$ cat src/rtl/cdr_pkg.sv
// Shared widths, register indexes and types for the color distance replacement block.
package cdr_pkg;

  localparam int CH_W       = 8;
  localparam int NUM_CH     = 4;
  localparam int PIX_W      = CH_W * NUM_CH;
  localparam int TOL_W      = 17;
  localparam int SQ_W       = 2 * CH_W;
  localparam int SUM_W      = SQ_W + 2;
  localparam int FRAC_W     = 8;
  localparam int ROOT_W     = (SUM_W + 2 * FRAC_W) / 2;
  localparam int RATIO_W    = 17;
  localparam int CFG_IDX_W  = 2;
  localparam int CFG_W      = 32;
  localparam int DIV_SIDE_W = PIX_W + 2;

  localparam logic [CFG_IDX_W-1:0] REG_TARGET  = 2'd0;
  localparam logic [CFG_IDX_W-1:0] REG_REPLACE = 2'd1;
  localparam logic [CFG_IDX_W-1:0] REG_TOL     = 2'd2;
  localparam logic [CFG_IDX_W-1:0] REG_INTERP  = 2'd3;

  localparam logic [1:0] MODE_PASS    = 2'd0;
  localparam logic [1:0] MODE_REPLACE = 2'd1;
  localparam logic [1:0] MODE_BLEND   = 2'd2;

  typedef logic [PIX_W-1:0] pixel_t;
  typedef logic [1:0]       mode_t;

endpackage

$ cat src/rtl/cdr_sqrt.sv
// Pipelined integer square root of sum * 2^16, one result bit per stage.
module cdr_sqrt import cdr_pkg::*; #(
  parameter int SIDE_W = PIX_W
) (
  input  logic              clk,
  input  logic              rst,
  input  logic              en,
  input  logic              in_valid,
  input  logic [SUM_W-1:0]  in_sum,
  input  logic [SIDE_W-1:0] in_side,
  output logic              out_valid,
  output logic [ROOT_W-1:0] out_root,
  output logic [SIDE_W-1:0] out_side
);

  localparam int X_W   = 2 * ROOT_W;
  localparam int REM_W = ROOT_W + 2;

  logic              vld  [0:ROOT_W];
  logic [X_W-1:0]    xs   [0:ROOT_W];
  logic [REM_W-1:0]  rem  [0:ROOT_W];
  logic [ROOT_W-1:0] root [0:ROOT_W];
  logic [SIDE_W-1:0] side [0:ROOT_W];

  logic [REM_W-1:0]  rem_next  [0:ROOT_W-1];
  logic [ROOT_W-1:0] root_next [0:ROOT_W-1];

  // Each stage brings down the next two radicand bits and tries one root bit.
  always_comb begin
    for (int s = 0; s < ROOT_W; s++) begin
      logic [REM_W-1:0] cat;
      logic [REM_W-1:0] trial;
      cat   = {rem[s][REM_W-3:0], xs[s][X_W-1 -: 2]};
      trial = {root[s][REM_W-3:0], 2'b01};
      if (cat >= trial) begin
        rem_next[s]  = cat - trial;
        root_next[s] = {root[s][ROOT_W-2:0], 1'b1};
      end else begin
        rem_next[s]  = cat;
        root_next[s] = {root[s][ROOT_W-2:0], 1'b0};
      end
    end
  end

  always_ff @(posedge clk) begin
    if (rst) begin
      for (int s = 0; s <= ROOT_W; s++) vld[s] <= 1'b0;
    end else if (en) begin
      vld[0] <= in_valid;
      for (int s = 0; s < ROOT_W; s++) vld[s+1] <= vld[s];
    end
  end

  always_ff @(posedge clk) begin
    if (en) begin
      xs[0]   <= X_W'({in_sum, {(2*FRAC_W){1'b0}}});
      rem[0]  <= '0;
      root[0] <= '0;
      side[0] <= in_side;
      for (int s = 0; s < ROOT_W; s++) begin
        xs[s+1]   <= {xs[s][X_W-3:0], 2'b00};
        rem[s+1]  <= rem_next[s];
        root[s+1] <= root_next[s];
        side[s+1] <= side[s];
      end
    end
  end

  assign out_valid = vld[ROOT_W];
  assign out_root  = root[ROOT_W];
  assign out_side  = side[ROOT_W];

endmodule

$ cat config.mk
export PLATFORM = sky130hd
export DESIGN_NAME = cdr_sqrt
export DESIGN_NICKNAME = d
export VERILOG_FILES = /design/src/rtl/cdr_pkg.sv /design/src/rtl/cdr_sqrt.sv
export SDC_FILE = /design/constraint.sdc
export NUM_CORES = 1
export LEC_CHECK = 0
export BUFFER_PORTS_ARGS = -buffer_cell sky130_fd_sc_hd__buf_2
export CORE_MARGIN = 8
export CORE_UTILIZATION = 60
export DETAILED_ROUTE_END_ITERATION = 10
export HOLD_SLACK_MARGIN = 0.15
export PLACE_DENSITY = 0.77
export SLEW_MARGIN = 25
export SYNTH_ARGS = -nofsm -noshare
export SYNTH_HDL_FRONTEND = slang
export SYNTH_SLANG_ARGS = --single-unit
$ cat constraint.sdc
create_clock -name clk -period 2.9 [get_ports clk]
set_input_delay 0.29 -clock clk [delete_from_list [all_inputs] [get_ports clk]]
set_output_delay 0.29 -clock clk [all_outputs]
set_load 0.005 [all_outputs]
After elaboration in Yosys (flattened, before gate mapping)
Memories as Yosys holds them, arrays and structs flattened. Index checks and enable logic that the tools add are counted. Widths: inputs -> output; s select.

Bits in read-only memories: 0. Bits in latches: 0. Memories: 5. Register bits: 0. Output and inout port bits: 50. Input port bits: 54. RAM bits: 1818.

Muxes and demuxes: 58. Shift-type cells: 0. $add $sub $neg: 17. Order comparisons: 17. Reduce and logical (&&, ||, !) cells: 0. Divide/modulo/power cells: 0. Bitwise gates (word level): 18. Equality and inequality tests: 0. $mul: 0.

Memories: side (words 18, width 32, rd ports 18, clocked after Yosys merged registers in 0, write ports 18, RTL line cdr_sqrt.sv:23) `logic [SIDE_W-1:0] side [0:ROOT_W];`; xs (words 18, width 32, rd ports 17, clocked after Yosys merged registers in 0, write ports 18, RTL line cdr_sqrt.sv:20) `logic [X_W-1:0] xs [0:ROOT_W];`; rem (words 18, width 19, rd ports 17, clocked after Yosys merged registers in 0, write ports 18, RTL line cdr_sqrt.sv:21) `logic [REM_W-1:0] rem [0:ROOT_W];`; root (words 18, width 17, rd ports 18, clocked after Yosys merged registers in 0, write ports 18, RTL line cdr_sqrt.sv:22) `logic [ROOT_W-1:0] root [0:ROOT_W];`; vld (words 18, width 1, rd ports 18, clocked after Yosys merged registers in 0, write ports 18, RTL line cdr_sqrt.sv:19) `logic vld [0:ROOT_W];`.

Operators by type and width (count): $ge 19x19->1 (17); $mux 19 (17); $sub 19x19->19 (17); $mux 1 (41); $or 1x1->1 (18).

Longest topological paths before layout
Word-level depth: 4. Depth in mapped cells: 12.

Least setup slack after synthesis
OpenSTA, ideal clock, no wires.

Kind: flip-flop to flip-flop. From: mem rem[14][3] in the netlist's numbering. To: mem rem[15][13] in the netlist's numbering (data pin). Setup time: 0.260 ns. Arrival: 2.423 ns. Period minus slack after synthesis: 2.683 ns. Stages on the path, launching flop included: 9. Buffers on the path: 1. Required time: 2.640 ns. Slack: 0.217 ns. Path through: edfxtp_1 ha_1 o21ai_0 o21a_1 o31ai_1 a31oi_1 o21ai_1 buf_2 mux2_2.

RTL lines (RTL line): start: declaration (cdr_sqrt.sv:21).

==> metrics <==
outcome completed; Primary FF master, synth edfxtp_1; port bufs 103; pwr/cell area 743 nW/um^2; clk buf depth 3; commonest non-fill, non-tap cell in the layout edfxtp_1; Multi-input gate area 9190 sq um; most frequent cells in the layout edfxtp_1, inv_1, ha_1, nor2_1, a21oi_1; core region area 70100 sq um; share of cells above drive strength 1 12.3%; Synth Instances 2617; post-synthesis sequential area ratio 76.4%; drt wl/cell 18.8 um; root buf cell clkbuf_16; launch point of the worst reg-to-reg path rem[5][0]$_DFFE_PP_; syn avg cell area 16.3 sq um; R2R setup slack 110 ps; R2R Path End rem[6][9]$_DFFE_PP_; largest net degree at the start of global routing 108; Leak 0.0183 uW; Worst R2R Path Depth 8; Tcrit/Tclk final 96.3%; H-tree levels 3; GRT Util Overall 18.4%; clock latency on the worst-skew pair 670 ps; Mapped Nets 2833; mapped cell area 42600 sq um; # nets final 3119; die height 282 um; end of the worst hold path vld[15]$_SDFFCE_PN0P_; Initial Util 60.7%; Die ar. 79800 sq um; Layout Cells excl Fill 3932; total congestion overflow 0; crit path max fanout 5; Final HPWL DP 46300 um; Antenna Cells 0; WP data required 3270 ps; Die X 282 um; Crit. End Element flip-flop; clk_skew 60.4 ps; setup bufs post-CTS 0; DP Worst Slack 62.7 ps; CTS tree done; Final ANT Viol Nets 0; hold_sp rst; initial DRC count 1851; cell depth of the worst hold path 3; Setup TNS 0 ps; I/O pin count 104; first-pass GRT wire length 117000 um; vias in the first global route 22300; Max Freq 0.358 GHz; maxcap violations 0; Via density 5.56; WS Path Type flip-flop to flip-flop; # fillers 4507; Setup WS post-layout 107 ps; clock transition at the registers of the reported paths 60 ps; routability cong. 0.869; VDD IR-drop max 0.000716 V; Yosys reg bits 1084; Least-Margin Pin Slew 867 ps; Slew HR 40.7%; synth warn 0; Netlist cell types 73; Async SR Flop Fraction 0%; initial antenna violation count 0; Num CTS Buffers 103; First-pass DRT Iterations 6; Tmin final 2790 ps; final hold vios 0; Layout Area Growth over Synthesis 14.2%; register area 32600 sq um; Final Setup Violations 0; worst hold path type primary input to flip-flop; fin. max-slew vios 0; CP Data Arrival Time 3160 ps; Routed Wire Length 73900 um; Post-synth EDFFs 1084; CTS sink cnt 1084; via count 21900; dpl cells 3686; drc violations 0; CP Launch Type flip-flop; Std-Cell Rows 97
## per-stage QoR
step | power, uW | cell area, sq um | util, % | hold slack [ps]
3_5_place_dp | 23300 | 44800 | 63.8 | 405
3_3_place_gp | 23100 | 44800 | 63.8 | 400
5_1_grt | 37600 | 48600 | 69.3 | 188
6_report | 36100 | 48600 | 69.3 | 167
4_1_cts | 36400 | 48600 | 69.3 | 246
2_1_floorplan | 22000 | 42600 | - | 389
## state kept, by name, indices dropped and copies added (netlist names)
register,cells
side,576
rem,247
root,153
xs,90
vld,18
## cell families after synthesis
| logic type | after synthesis | synth area share, % |
|---|---|---|
| flops | 1084 | 76.4 |
| simple gates | 522 | 6.19 |
| compound gates | 406 | 6.01 |
| buf+inv | 242 | 2.15 |
| fa+ha+maj | 162 | 4.88 |
| xor+xnor | 153 | 3.15 |
| mux | 47 | 1.20 |
| other cells | 1 | 0.00880 |
## Yosys cell counts (4+ instances only)
cell | number | area share [%]
ha_1 | 155 | 4.6
o21ai_0 | 101 | 1.2
nor2b_1 | 22 | 0.32
nor4_1 | 24 | 0.35
nand4_1 | 13 | 0.19
buf_2 | 5 | 0.059
nand2_1 | 104 | 0.92
a211oi_1 | 9 | 0.16
inv_1 | 207 | 1.8
nor2_1 | 138 | 1.2
nand2b_1 | 21 | 0.31
o31a_1 | 6 | 0.12
a21o_1 | 53 | 0.93
nand3_1 | 31 | 0.36
mux2_2 | 33 | 0.87
o31ai_1 | 15 | 0.26
xor2_1 | 75 | 1.5
clkbuf_1 | 25 | 0.22
and2_1 | 26 | 0.38
a31oi_1 | 8 | 0.12
a31o_2 | 5 | 0.10
xnor2_1 | 78 | 1.6
o211ai_1 | 6 | 0.11
nor3_1 | 61 | 0.72
o21a_1 | 36 | 0.63
nor3b_1 | 9 | 0.16
fa_1 | 7 | 0.33
o22ai_1 | 5 | 0.073
o21bai_1 | 6 | 0.11
or2_2 | 11 | 0.16
a21oi_1 | 115 | 1.4
a21boi_0 | 4 | 0.070
or3_1 | 17 | 0.25
a2111oi_0 | 4 | 0.082
mux2i_1 | 14 | 0.33
or4_1 | 9 | 0.16
edfxtp_1 | 1084 | 76
and3_1 | 11 | 0.16
a311oi_1 | 5 | 0.10
## worst max-delay path: stages, from the launching register on
cell	delay [ps]
edfxtp_1	410
ha_1	360
o21a_1	150
o21a_1	190
o21a_1	210
o31a_1	290
or2_2	340
nor3_1	180
mux2_2	370
## worst max-delay path by stage
stage                    startpoint                     to  slack (ps)
2_1_floorplan  rem[14][3]$_DFFE_PP_  rem[15][13]$_DFFE_PP_         220
3_3_place_gp   rem[14][3]$_DFFE_PP_   rem[15][6]$_DFFE_PP_         140
3_5_place_dp   rem[14][3]$_DFFE_PP_  rem[15][13]$_DFFE_PP_          60
4_1_cts        rem[15][3]$_DFFE_PP_  rem[16][12]$_DFFE_PP_          50
5_1_grt        rem[15][3]$_DFFE_PP_  rem[16][12]$_DFFE_PP_         -20
6_report        rem[5][0]$_DFFE_PP_    rem[6][9]$_DFFE_PP_         110
## report_power, final
part / internal [uW] / leakage (uW) / switching (uW) / total (uW)
clock: 7240 / 0.00158 / 5760 / 13000
combinational: 1580 / 0.00624 / 2060 / 3640
sequential: 18800 / 0.0104 / 660 / 19500
total: 27700 / 0.0183 / 8480 / 36100
## per-layer routing
metal / routed length, um / GRT usage [%] / share of wire [%]
met4: 1700 / 5.55 / 2.3
met5: 0 / 0 / 0
met2: 38800 / 33.5 / 53
met1: 30100 / 22.7 / 41
met3: 3210 / 2.79 / 4.3
## layout make-up
type                       instances  area share [%]
timing repair buffer             211            3.35
sequential                      1084            66.9
clock inverter                    63            1.28
tap                              940            2.42
inverter                         212            1.64
clock buffer                     131            5.51
multi-input combinational       1291            18.9
## repair_timing
item,CTS,global route
hold endpoints to repair,96,0
gates resized for setup,0,12
setup endpoints to repair,0,33
hold buffers,52,0
Note: power is estimated with default switching activity, not from simulation.
