<file path="src/rtl/cdr_pkg.sv">
// Shared widths, register indexes and types for the color distance replacement block.
package cdr_pkg;

  localparam int CH_W       = 8;
  localparam int NUM_CH     = 4;
  localparam int PIX_W      = CH_W * NUM_CH;
  localparam int TOL_W      = 17;
  localparam int SQ_W       = 2 * CH_W;
  localparam int SUM_W      = SQ_W + 2;
  localparam int FRAC_W     = 8;
  localparam int ROOT_W     = (SUM_W + 2 * FRAC_W) / 2;
  localparam int RATIO_W    = 17;
  localparam int CFG_IDX_W  = 2;
  localparam int CFG_W      = 32;
  localparam int DIV_SIDE_W = PIX_W + 2;

  localparam logic [CFG_IDX_W-1:0] REG_TARGET  = 2'd0;
  localparam logic [CFG_IDX_W-1:0] REG_REPLACE = 2'd1;
  localparam logic [CFG_IDX_W-1:0] REG_TOL     = 2'd2;
  localparam logic [CFG_IDX_W-1:0] REG_INTERP  = 2'd3;

  localparam logic [1:0] MODE_PASS    = 2'd0;
  localparam logic [1:0] MODE_REPLACE = 2'd1;
  localparam logic [1:0] MODE_BLEND   = 2'd2;

  typedef logic [PIX_W-1:0] pixel_t;
  typedef logic [1:0]       mode_t;

endpackage

</file>
<file path="src/rtl/cdr_div.sv">
// Pipelined restoring divider for the blend ratio (a << 16) / tol, a <= tol.
module cdr_div import cdr_pkg::*; #(
  parameter int SIDE_W = PIX_W + 2
) (
  input  logic               clk,
  input  logic               rst,
  input  logic               en,
  input  logic               in_valid,
  input  logic [TOL_W-1:0]   in_num,
  input  logic [TOL_W-1:0]   divisor,
  input  logic [SIDE_W-1:0]  in_side,
  output logic               out_valid,
  output logic [RATIO_W-1:0] out_quot,
  output logic [SIDE_W-1:0]  out_side
);

  logic               vld  [0:RATIO_W];
  logic [TOL_W-1:0]   rem  [0:RATIO_W];
  logic [RATIO_W-1:0] quot [0:RATIO_W];
  logic [SIDE_W-1:0]  side [0:RATIO_W];
  logic               low_bit;

  logic [TOL_W-1:0]   rem_next  [0:RATIO_W-1];
  logic [RATIO_W-1:0] quot_next [0:RATIO_W-1];

  // The numerator's high bits always stay below the divisor, so only the last
  // numerator bit and then the sixteen zero fraction bits produce quotient bits.
  always_comb begin
    for (int s = 0; s < RATIO_W; s++) begin
      logic [TOL_W:0] cat;
      cat = {rem[s], (s == 0) ? low_bit : 1'b0};
      if (cat >= {1'b0, divisor}) begin
        rem_next[s]  = TOL_W'(cat - {1'b0, divisor});
        quot_next[s] = {quot[s][RATIO_W-2:0], 1'b1};
      end else begin
        rem_next[s]  = cat[TOL_W-1:0];
        quot_next[s] = {quot[s][RATIO_W-2:0], 1'b0};
      end
    end
  end

  always_ff @(posedge clk) begin
    if (rst) begin
      for (int s = 0; s <= RATIO_W; s++) vld[s] <= 1'b0;
    end else if (en) begin
      vld[0] <= in_valid;
      for (int s = 0; s < RATIO_W; s++) vld[s+1] <= vld[s];
    end
  end

  always_ff @(posedge clk) begin
    if (en) begin
      rem[0]  <= {1'b0, in_num[TOL_W-1:1]};
      low_bit <= in_num[0];
      quot[0] <= '0;
      side[0] <= in_side;
      for (int s = 0; s < RATIO_W; s++) begin
        rem[s+1]  <= rem_next[s];
        quot[s+1] <= quot_next[s];
        side[s+1] <= side[s];
      end
    end
  end

  assign out_valid = vld[RATIO_W];
  assign out_quot  = quot[RATIO_W];
  assign out_side  = side[RATIO_W];

endmodule

</file>
<file path="config.mk">
export PLATFORM = sky130hd
export DESIGN_NAME = cdr_div
export DESIGN_NICKNAME = d
export VERILOG_FILES = /design/src/rtl/cdr_pkg.sv /design/src/rtl/cdr_div.sv
export SDC_FILE = /design/constraint.sdc
export NUM_CORES = 1
export LEC_CHECK = 0
export BUFFER_PORTS_ARGS = -buffer_cell sky130_fd_sc_hd__buf_2
export CAP_MARGIN = 20
export CORE_MARGIN = 2
export CORE_UTILIZATION = 50
export CTS_CLUSTER_DIAMETER = 50
export CTS_CLUSTER_SIZE = 28
export DETAILED_ROUTE_END_ITERATION = 8
export MAX_ROUTING_LAYER = met4
export PLACE_DENSITY = 0.69
export SLEW_MARGIN = 15
export SYNTH_ARGS = -nofsm -noshare
export SYNTH_HDL_FRONTEND = slang
export SYNTH_SLANG_ARGS = --single-unit
</file>
<file path="constraint.sdc">
create_clock -name clk -period 3.4 [get_ports clk]
set_clock_uncertainty 0.05 [all_clocks]
set_input_delay 0.34 -clock clk [delete_from_list [all_inputs] [get_ports clk]]
set_output_delay 0.34 -clock clk [all_outputs]
set_load 0.02 [all_outputs]
</file>
Word level (Yosys, flattened, before mapping)
Memories as Yosys holds them, arrays and structs flattened.
Cells that the tools add are included.
Widths: inputs -> output; s select.
{"block": "op_classes", "addsub": 17, "magnitude_cmp": 17, "n_mux": 58, "bitwise": 18}
{"operator": "$ge 18x17->1", "n": 17}
{"operator": "$mux 17", "n": 17}
{"operator": "$sub 17x17->17", "n": 17}
{"operator": "$mux 1", "n": 41}
{"operator": "$or 1x1->1", "n": 18}
{"block": "totals", "regBits": 1, "ramBits": 1242, "out_inout_bits": 52, "wordCells": 115, "mem_count": 4}
{"name": "side", "depth": 18, "word_bits": 34, "read_ports": 18, "rd_clocked_by_memory_dff": 0, "wr": 18, "line": "cdr_div.sv:20", "rtl": "logic [SIDE_W-1:0] side [0:RATIO_W];"}
{"name": "quot", "depth": 18, "word_bits": 17, "read_ports": 18, "rd_clocked_by_memory_dff": 0, "wr": 18, "line": "cdr_div.sv:19", "rtl": "logic [RATIO_W-1:0] quot [0:RATIO_W];"}
{"name": "rem", "depth": 18, "word_bits": 17, "read_ports": 17, "rd_clocked_by_memory_dff": 0, "wr": 18, "line": "cdr_div.sv:18", "rtl": "logic [TOL_W-1:0] rem [0:RATIO_W];"}
{"name": "vld", "depth": 18, "word_bits": 1, "read_ports": 18, "rd_clocked_by_memory_dff": 0, "wr": 18, "line": "cdr_div.sv:17", "rtl": "logic vld [0:RATIO_W];"}

Longest topological paths before layout
Gate-level depths: netlist of run 1.
{"block": "logic_depth", "ltp_word": 4, "ltp_mapped": 14}

Worst setup path after synthesis of run 1
No wires, ideal clock.
{"block": "synth_path", "kind": "input port to flip-flop", "start": "input divisor[0]", "end": "memory rem[7][10], data pin", "setup_time_ns": 0.260, "arrival_ns": 2.993, "required_ns": 3.090, "setup_slack_ns": 0.097, "cell_stages": 12, "path_buffers": 4, "cell_sequence": "buf_2 > clkbuf_1 > inv_1 > clkbuf_1 > ha_1 > and3_1 > nand3_1 > a211oi_1 > nor3_2 > nor2_2 > buf_2 > mux2_2"}
{"element": "start: declaration", "line": "cdr_div.sv:10", "rtl": "input logic [TOL_W-1:0] divisor,"}
{"element": "end: declaration", "line": "cdr_div.sv:18"}

==> run summary, run 1 <==
Run status -> finished clean
Largest driver fanout on the critical path -> 26
Worst Path Buf+Inv -> 3
Total global-route track usage -> 17.7%
Count of boundary I/O pins -> 124
Core Region -> 0.0950 mm2
Cell repeated most along the worst path -> sky130_fd_sc_hd__inv_1
Number of DRC markers after the initial detailed-route iteration -> 1715
Max Cap Violations -> 0
Remaining DRCs -> 0
Count of placed standard cells in the final layout, fillers left out -> 5026
Post-CTS sizing -> 0
Routed Wire Length -> 84700 um
Cell chosen for the clock root -> sky130_fd_sc_hd__clkbuf_16
Leak -> 21.1 nW
Clk network pwr share -> 25.0%
Remaining number of nets flagged by the antenna check after routing -> 0
Maximum vdd ir drop -> 0.491 mV
Share of the synthesized area in the top cell type -> 67.2%
Vias in the first global route -> 27570
Number of detailed-routing iterations run before antenna repair -> 5
Net Switching -> 15.2 mW
Number of synthesized register bits -> 1072
Hpwl dp -> 58300 um
Number of enable-type register cells in the synthesized netlist -> 1072
Input/output buffers -> 123
Cell variety after synth -> 77
Fraction of layout instances using a drive strength above 1 -> 16.9%
Final hold viol count -> 0
Count of endpoints failing setup in the final report -> 0
Number of clock sinks seen by CTS -> 1072
Combinational share of power -> 35.1%
Total of warnings raised by yosys -> 0
CTS tree -> yes
Share of power burned in registers -> 39.9%
Achievable frequency -> 318 MHz
FFs w/ async S/R, synth -> 0%
Post-route core utilization -> 58.7%
Number of vias per cell after detailed routing -> 5.40
Syn Std Cell Area -> 0.0479 mm2
Buffer depth of the longest clock path -> 3
Total negative setup slack -> 0 ps
First-pass GRT wire length -> 135000 um
Clock latency on the worst-skew pair -> 690 ps
Site Rows -> 113
Number of CTS-inserted buffers -> 104
Net count after synthesis -> 3650
Cells after Synth -> 3274
Sequential area share after synthesis -> 67.2%
RSZ-0062 raised after global routing -> no
Largest net degree at the start of global routing -> 123
Number of levels in the clock H-tree -> 3
Count of vias placed by the detailed router -> 27116
Tcrit/Tclk final -> 92.5%
Internal power -> 32.5 mW
Relative max-transition margin -> 45.3%
Die Span Y -> 313 um
Count of filler cells inserted in the layout -> 7191
Dominant cell type by area after synthesis -> sky130_fd_sc_hd__edfxtp_1
Power per unit of standard cell area -> 855 mW/mm2
Total congestion overflow -> 0
Area added between synthesis and finish -> 16.5%
Routed wire length per instance -> 16.8 um
Area enclosed by the die boundary -> 0.0983 mm2
DP Cell Count -> 4781
Clock transition at the registers of the reported paths -> 70 ps
Startpoint type of the worst setup path -> register
Kind of critical path -> reg2reg
Die width -> 313 um
Post-Syn Area per Cell -> 14.6 um2
Antenna violations before repair -> 0
Total number of nets in the final design -> 4050
CP delay by family, top -> compound AO/OA/AOI/OAI gates
Initial cell density of the core -> 50.4%
Most instantiated flip-flop cell in the synthesis netlist -> sky130_fd_sc_hd__edfxtp_1
Time the worst path needs with I/O delays and setup -> 3150 ps
Gp weighted congestion -> 0.915
Crit end category -> register
CP cell instances -> inv_1 > ha_1 > inv_1 > fa_1 > a21o_1 > a221oi_2 > o31ai_1 > a311o_1 > a41o_1 > buf_12 > mux2_2
CP Data Required Time -> 3770 ps
Diodes inserted -> 0
Switching share of power -> 31.9%
Master of the slowest instance on the critical path -> sky130_fd_sc_hd__fa_1
Arrival time of data at the critical path endpoint -> 3510 ps
Biggest cell delay along the critical path -> 400 ps
Slew at the pin closest to its max-slew limit -> 819 ps
Type of the worst min-delay path -> in2reg
Ranking of synthesized cells by area -> sky130_fd_sc_hd__edfxtp_1 67%, sky130_fd_sc_hd__ha_1 7.5%, sky130_fd_sc_hd__a21oi_1 2.4%
Max-slew violation count -> 0
[metal layers]
| metal | GRT usage, % | vias up | wire (um) |
|---|---|---|---|
| li1 | - | 13432 | - |
| met1 | 19.9 | 13019 | 34800 |
| met2 | 31.4 | 450 | 43700 |
| met3 | 2.90 | 215 | 2860 |
| met4 | 7.58 | 0 | 3260 |
| met5 | - | - | 0 |
[through the flow]
step / worst slack, ps / hold slack, ps / total power [mW] / instance area, um2
floorplan: 96.7 / 350 / 31.3 / 47900
global placement: 120 / 350 / 35.4 / 51600
detailed placement: 87.3 / 355 / 35.9 / 51600
CTS: 232 / 31.0 / 48.0 / 55800
global route: 87.3 / 50.1 / 50.7 / 55800
finish: 255 / 77.9 / 47.7 / 55800
[sequential cells by signal, summed over array words and instances, names as in the netlist]
name and cells:
rem 288, low_bit 1, vld 18, quot 153, side 612
[cell type report]
class                           count  area (um2)  area share (%)
Timing Repair Buffer              342        2840            5.09
Tap cell                         1265        1580            2.84
Clock buffer                      106        2630            4.72
Multi-Input combinational cell   2078       15200            27.3
Inverter                           76         285           0.511
Clock inverter                     87        1030            1.84
Sequential cell                  1072       32200            57.7
[power by group through the flow]
stage	sequential, mW	combinational [mW]	clock, mW
6_report	19.0	16.7	11.9
5_1_grt	19.3	18.7	12.8
4_1_cts	19.0	16.7	12.3
3_5_place_dp	19.3	16.6	0
3_3_place_gp	19.2	16.2	0
2_1_floorplan	19.0	12.3	0
[repair_timing]
| action | CTS | global route |
|---|---|---|
| hold buffers | 52 | 0 |
| endpoints found under the setup margin | 0 | 0 |
| endpoints found under the hold margin | 52 | 0 |
| setup buffers | 0 | 0 |
[path summary, 6_finish.rpt]
path                    start      endpoint  slack, ps  cells past startpoint
setup reg to reg      low_bit     rem[1][9]        250                     11
hold reg to reg   side[9][30]  side[10][30]        360                      0
setup / recovery      low_bit     rem[1][9]        250                     11
hold / removal             en   side[6][24]         80                      1
[Yosys cell counts (13+ instances only)]
master / count
sky130_fd_sc_hd__edfxtp_1: 1072
sky130_fd_sc_hd__ha_1: 288
sky130_fd_sc_hd__a21oi_1: 225
sky130_fd_sc_hd__nand2_1: 220
sky130_fd_sc_hd__o21ai_0: 206
sky130_fd_sc_hd__nor2_1: 163
sky130_fd_sc_hd__xnor2_1: 113
sky130_fd_sc_hd__mux2_2: 97
sky130_fd_sc_hd__xor2_1: 93
sky130_fd_sc_hd__a21o_1: 82
sky130_fd_sc_hd__inv_1: 76
sky130_fd_sc_hd__o21a_1: 51
sky130_fd_sc_hd__nor2b_1: 43
sky130_fd_sc_hd__nor3_1: 42
sky130_fd_sc_hd__nand2b_1: 36
sky130_fd_sc_hd__nand3_1: 35
sky130_fd_sc_hd__and2_1: 34
sky130_fd_sc_hd__nand4_1: 30
sky130_fd_sc_hd__clkbuf_1: 28
sky130_fd_sc_hd__a31oi_1: 25
sky130_fd_sc_hd__o31ai_1: 22
sky130_fd_sc_hd__and3_1: 20
sky130_fd_sc_hd__or2_2: 20
sky130_fd_sc_hd__a211oi_1: 17
sky130_fd_sc_hd__o31a_1: 17
sky130_fd_sc_hd__fa_1: 16
sky130_fd_sc_hd__buf_2: 14
sky130_fd_sc_hd__mux2_4: 14
sky130_fd_sc_hd__o211ai_1: 14
sky130_fd_sc_hd__a21boi_0: 13
[layout by cell type, fill, tap and decap left out, drive strengths merged, types with 35 or more instances in the layout]
cell type    instances
nor3                46
buf                290
clkbuf             106
mux2               111
nand3               35
xor2                93
edfxtp            1072
nand2b              36
dlygate4sd3         52
o21a                51
nand2              220
nor2               166
o21ai              217
inv                113
xnor2              113
a21oi              225
ha                 288
a21o                82
nor2b               44
[cells by family (layout without fill, tap and decap cells)]
| group | after synthesis | in the layout | synth area share, % |
|---|---|---|---|
| simple gates | 684 | 684 | 6.87 |
| compound gates | 765 | 765 | 10.0 |
| flops | 1072 | 1072 | 67.2 |
| buf+inv | 124 | 611 | 1.06 |
| fa+ha+maj | 304 | 304 | 8.19 |
| mux | 119 | 119 | 2.89 |
| xor+xnor | 206 | 206 | 3.77 |
(Power assumes the default switching activity.)
==> run 2: changes to the inputs <==
--- a/config.mk
+++ b/config.mk
@@ -13,7 +13,7 @@
 export CTS_CLUSTER_SIZE = 28
 export DETAILED_ROUTE_END_ITERATION = 8
 export MAX_ROUTING_LAYER = met4
-export PLACE_DENSITY = 0.69
+export PLACE_DENSITY = 0.68
 export SLEW_MARGIN = 15
 export SYNTH_ARGS = -nofsm -noshare
 export SYNTH_HDL_FRONTEND = slang
==> run 2 against run 1 <==
Sequential power barely moved. Wire length up 2.0%. Critical path type unchanged. Worst setup slack got worse by 54 ps. Fmax fell by 1.7%. Hold slack better by 8.5 ps. Sequential share of layout area shrank 0.27 points. Global-route usage up 0.48 points. Via count is 0.96% higher. Clock power is 3% higher. Critical endpoint is now rem[4][9]. First-iteration DRC count increased by 13%.
==> run summary, run 2 (same netlist as run 1, synthesis figures left out) <==
Final hold viol count -> 0
Commonest cells after routing, fill and taps aside -> 1072 x sky130_fd_sc_hd__edfxtp_1, 288 x sky130_fd_sc_hd__ha_1, 225 x sky130_fd_sc_hd__a21oi_1
Count of endpoints failing setup in the final report -> 0
Number of DRC markers after the initial detailed-route iteration -> 1945
Max Cap Violations -> 0
Gp weighted congestion -> 0.926
Cell repeated most along the worst path -> sky130_fd_sc_hd__nor3_2
Relative max-transition margin -> 43.2%
Count of filler cells inserted in the layout -> 7210
Clk network pwr share -> 25.6%
CP delay by family, top -> simple AND/OR/NAND/NOR gates
Die Span Y -> 313 um
Clock transition at the registers of the reported paths -> 70 ps
Largest driver fanout on the critical path -> 16
CP cell instances -> inv_1 > fa_1 > nor2b_1 > o21ai_1 > a21oi_1 > nor3_2 > a211oi_1 > nor3_2 > nor2_2 > mux2_2
Biggest register -> side
Type of the worst min-delay path -> in2reg
Kind of critical path -> reg2reg
Number of CTS-inserted buffers -> 109
Tot Pwr -> 48.2 mW
Cell chosen for the clock root -> sky130_fd_sc_hd__clkbuf_16
Most common cell after layout, fill and taps aside -> sky130_fd_sc_hd__edfxtp_1
Placed Instance Area -> 0.0517 mm2
Maximum vdd ir drop -> 0.498 mV
Number of vias per cell after detailed routing -> 5.42
Antenna violations before repair -> 0
Routed Wire Length -> 86400 um
Die width -> 313 um
Share of power burned in registers -> 39.5%
CTS tree -> yes
Number of levels in the clock H-tree -> 3
Biggest cell delay along the critical path -> 660 ps
Remaining number of nets flagged by the antenna check after routing -> 0
Internal power -> 32.8 mW
Count of placed standard cells in the final layout, fillers left out -> 5055
Hpwl dp -> 59000 um
Startpoint type of the worst setup path -> register
RSZ-0062 raised after global routing -> no
Area enclosed by the die boundary -> 0.0983 mm2
Remaining DRCs -> 0
Max-slew violation count -> 0
Start of the worst register-to-register path -> rem[3][0]
Input/output buffers -> 123
Total congestion overflow -> 0
Largest net degree at the start of global routing -> 140
HP Start -> en
Beginning of the critical path -> rem[3][0]
Fraction of layout instances using a drive strength above 1 -> 17.4%
Number of clock sinks seen by CTS -> 1072
Switching share of power -> 31.8%
Total global-route track usage -> 18.2%
Total number of nets in the final design -> 4074
Area added between synthesis and finish -> 17.0%
Routed wire length per instance -> 17.1 um
Arrival time of data at the critical path endpoint -> 3590 ps
Power per unit of standard cell area -> 860 mW/mm2
Finished layout cell area -> 0.0560 mm2
Run status -> finished clean
Crit end category -> register
CP Data Required Time -> 3790 ps
Combinational share of power -> 34.9%
Core Region -> 0.0950 mm2
First-pass GRT wire length -> 139000 um
Achievable frequency -> 313 MHz
Tcrit/Tclk final -> 94.1%
Largest registers -> side (612), rem (288), quot (153)
Count of boundary I/O pins -> 124
Leak -> 21.2 nW
Site Rows -> 113
Hold Worst Slack -> 86.4 ps
Time the worst path needs with I/O delays and setup -> 3200 ps
Total negative setup slack -> 0 ps
Initial cell density of the core -> 50.4%
Number of detailed-routing iterations run before antenna repair -> 5
Master of the slowest instance on the critical path -> sky130_fd_sc_hd__nor2_2
Diodes inserted -> 0
DP Cell Count -> 4800
Buffer depth of the longest clock path -> 3
Slew at the pin closest to its max-slew limit -> 851 ps
Net Switching -> 15.3 mW
Vias in the first global route -> 28278
Max reg flops -> 612
Clock latency on the worst-skew pair -> 710 ps
Worst Path Buf+Inv -> 1
Count of vias placed by the detailed router -> 27377
## run 2: power groups by stage
| stage | logic, mW | clock network [mW] | registers, mW |
|---|---|---|---|
| 2_1_floorplan | 12.3 | 0 | 19.0 |
| 3_3_place_gp | 16.2 | 0 | 19.2 |
| 3_5_place_dp | 16.6 | 0 | 19.3 |
| 4_1_cts | 16.8 | 12.7 | 19.0 |
| 5_1_grt | 18.8 | 13.2 | 19.3 |
| 6_report | 16.8 | 12.3 | 19.0 |
## run 2: per-layer routing
| layer | GRT usage (%) | vias up | wire (um) |
|---|---|---|---|
| met3 | 2.59 | 221 | 2620 |
| li1 | - | 13458 | - |
| met1 | 20.0 | 13206 | 34700 |
| met4 | 7.43 | 0 | 3310 |
| met5 | - | - | 0 |
| met2 | 33.2 | 492 | 45800 |
## run 2: final timing paths
kind	to	slack, ps	cells after the start
setup / recovery	rem[4][9]	200	10
hold / removal	side[0][32]	90	1
setup reg to reg	rem[4][9]	200	10
hold reg to reg	side[1][7]	340	0
## run 2: final cells by class
| type | instances | area, um2 | area share (%) |
|---|---|---|---|
| inverters | 76 | 285 | 0.509 |
| well taps | 1265 | 1580 | 2.82 |
| clock inverters | 88 | 1060 | 1.90 |
| repair buffers | 361 | 2920 | 5.21 |
| clock buffers | 115 | 2770 | 4.95 |
| flip-flops and latches | 1072 | 32200 | 57.4 |
| multi-input cells | 2078 | 15200 | 27.2 |
## run 2: through the flow
step,worst slack [ps],utilization [%]
final,201,59.0
after global routing,60.5,59.0
after CTS,171,59.0
after detailed placement,-38.4,54.4
after global placement,-39.1,54.4
after floorplan,96.7,-
## run 2: timing repair
| item | in CTS | in global routing |
|---|---|---|
| hold endpoints to repair | 52 | 0 |
| hold buffers | 52 | 0 |
| resized for setup | 0 | 0 |
| buffers inserted | 0 | 0 |
==> run 3: changes to the inputs <==
--- a/config.mk
+++ b/config.mk
@@ -8,12 +8,12 @@
 export BUFFER_PORTS_ARGS = -buffer_cell sky130_fd_sc_hd__buf_2
 export CAP_MARGIN = 20
 export CORE_MARGIN = 2
-export CORE_UTILIZATION = 50
+export CORE_UTILIZATION = 57
 export CTS_CLUSTER_DIAMETER = 50
 export CTS_CLUSTER_SIZE = 28
 export DETAILED_ROUTE_END_ITERATION = 8
 export MAX_ROUTING_LAYER = met4
-export PLACE_DENSITY = 0.68
+export PLACE_DENSITY = 0.76
 export SLEW_MARGIN = 15
 export SYNTH_ARGS = -nofsm -noshare
 export SYNTH_HDL_FRONTEND = slang
==> run 3 against run 2 <==
Design area down 0.95%. Critical path depth rose by 1. Combinational power hardly changed. Fmax fell by 0.44%. Largest power group unchanged. Total power fell by 0.17%. Via count increased by 1.2%. Sequential power barely moved. Core utilization is 7.6 points higher. Worst setup slack got worse by 14 ps. Wire length up 5.4%. Non-clock buffer count down 19. Critical endpoint is now rem[1][4].
==> run summary, run 3 (same netlist as run 1, synthesis figures left out) <==
Commonest cells after routing, fill and taps aside -> 1072 x sky130_fd_sc_hd__edfxtp_1, 288 x sky130_fd_sc_hd__ha_1, 225 x sky130_fd_sc_hd__a21oi_1
Gp weighted congestion -> 0.895
Arrival time of data at the critical path endpoint -> 3570 ps
Internal power -> 32.6 mW
Slew at the pin closest to its max-slew limit -> 802 ps
Net Switching -> 15.5 mW
Crit end category -> register
Fraction of layout instances using a drive strength above 1 -> 16.5%
Post-Place Setup Slack -> 0.116 ps
Worst Path Buf+Inv -> 3
Achievable frequency -> 311 MHz
Clk network pwr share -> 25.0%
Total number of nets in the final design -> 4046
Met3 demand-to-capacity share in global routing -> 2.58%
Largest registers -> side (612), rem (288), quot (153)
Count of vias placed by the detailed router -> 27719
Post-route core utilization -> 66.5%
Final hold viol count -> 0
Finished layout cell area -> 0.0555 mm2
Number of levels in the clock H-tree -> 3
Total congestion overflow -> 0
FF+latch area -> 0.0322 mm2
CP delay by family, top -> compound AO/OA/AOI/OAI gates
Time the worst path needs with I/O delays and setup -> 3210 ps
Met2 usage -> 40.9%
Cell repeated most along the worst path -> sky130_fd_sc_hd__inv_1
Count of endpoints failing setup in the final report -> 0
Clock transition at the registers of the reported paths -> 70 ps
Remaining DRCs -> 0
Most congested layer reported by global routing -> met2
Buffer depth of the longest clock path -> 3
Tcrit/Tclk final -> 94.5%
Number of CTS-inserted buffers -> 100
Maximum vdd ir drop -> 0.549 mV
Global-route met1 utilization -> 23.7%
Vias in the first global route -> 28660
Site Rows -> 106
Area enclosed by the die boundary -> 0.0864 mm2
Routed Wire Length -> 91000 um
Max reg flops -> 612
Biggest cell delay along the critical path -> 410 ps
Initial cell density of the core -> 57.4%
Largest driver fanout on the critical path -> 16
Number of vias per cell after detailed routing -> 5.73
Area added between synthesis and finish -> 15.9%
Post-route setup slack -> 187 ps
Type of the worst min-delay path -> in2reg
CP Data Required Time -> 3750 ps
Antenna violations before repair -> 0
Share of power burned in registers -> 39.7%
Cell chosen for the clock root -> sky130_fd_sc_hd__clkbuf_16
Relative max-transition margin -> 46.4%
Startpoint type of the worst setup path -> register
Master of the slowest instance on the critical path -> sky130_fd_sc_hd__fa_1
Number of clock sinks seen by CTS -> 1072
Run status -> finished clean
Largest net degree at the start of global routing -> 105
Max Cap Violations -> 0
Die width -> 294 um
Power per unit of standard cell area -> 867 mW/mm2
Max-slew violation count -> 0
First-pass GRT wire length -> 145000 um
Hpwl dp -> 60100 um
Combinational share of power -> 35.2%
Placed Instance Area -> 0.0514 mm2
Leak -> 21.1 nW
Most common cell after layout, fill and taps aside -> sky130_fd_sc_hd__edfxtp_1
RSZ-0062 raised after global routing -> no
Number of DRC markers after the initial detailed-route iteration -> 1676
Clock latency on the worst-skew pair -> 690 ps
Hold Worst Slack -> 104 ps
Area taken by multi-input logic gates -> 0.0152 mm2
CP cell instances -> inv_1 > ha_1 > inv_1 > fa_1 > a21o_1 > a221oi_2 > o31ai_1 > a311o_1 > a41o_1 > buf_4 > mux2_2
Routed wire length per instance -> 18.8 um
Switching share of power -> 32.1%
Core Region -> 0.0834 mm2
Remaining number of nets flagged by the antenna check after routing -> 0
Total global-route track usage -> 21.9%
Count of filler cells inserted in the layout -> 5670
CTS tree -> yes
Input/output buffers -> 123
Biggest register -> side
Count of boundary I/O pins -> 124
Kind of critical path -> reg2reg
Number of detailed-routing iterations run before antenna repair -> 7
Die Span Y -> 294 um
run 3: cell types whose count changed in the layout (fill, tap and decap cells not counted), sizes merged:
cell / delta
buf: -19
bufinv: +5
clkbuf: -6
clkinv: -5
clkinvlp: -9
diode: +2
inv: -1
run 3: stage by stage:
step           power, mW  cells  setup TNS [ps]
6_report            48.1   4837               0
3_3_place_gp        35.4   4596           -32.9
4_1_cts             48.2   4835               0
2_1_floorplan       31.3   3274               0
5_1_grt             51.0   4835               0
3_5_place_dp        35.9   4596               0
run 3: repair_timing:
| item | 4_1_cts | 5_1_grt |
|---|---|---|
| gates resized for setup | 0 | 0 |
| hold buffers | 52 | 0 |
| buffers inserted | 0 | 0 |
| endpoints found under the hold margin | 52 | 0 |
run 3: power groups by stage:
stage	Sequential, mW	Combinational [mW]	Clock (mW)
floorplan	19.0	12.3	0
global route	19.3	18.8	12.8
CTS	19.1	16.8	12.3
finish	19.1	16.9	12.0
detailed placement	19.3	16.6	0
global placement	19.2	16.1	0
run 3: worst paths after layout:
path	depth (start not counted)	to	from	slack, ps
setup / recovery	11	rem[1][4]	low_bit	190
hold / removal	3	rem[10][0]	divisor[0]	100
setup reg to reg	11	rem[1][4]	low_bit	190
hold reg to reg	0	quot[10][3]	quot[9][2]	350
run 3: layout make-up:
cell class                 count  area share [%]
antenna                        2         0.00902
timing repair buffer         342            5.09
sequential                  1072            58.0
clock buffer                 109            4.61
tap                         1080            2.43
inverter                      76           0.514
clock inverter                78            1.92
multi-input combinational   2078            27.4
run 3: layer usage:
layer | share of wire [%] | vias up
met5 | 0 | -
met4 | 3.4 | 0
met3 | 3.2 | 202
met2 | 55 | 602
met1 | 39 | 13537
li1 | - | 13378
run 3: tightest hold or removal path, delay by kind of cell:
| family | cells | cell delay, ps |
|---|---|---|
| buffers and inverters | 2 | 250 |
| AND/OR/NAND/NOR | 1 | 120 |
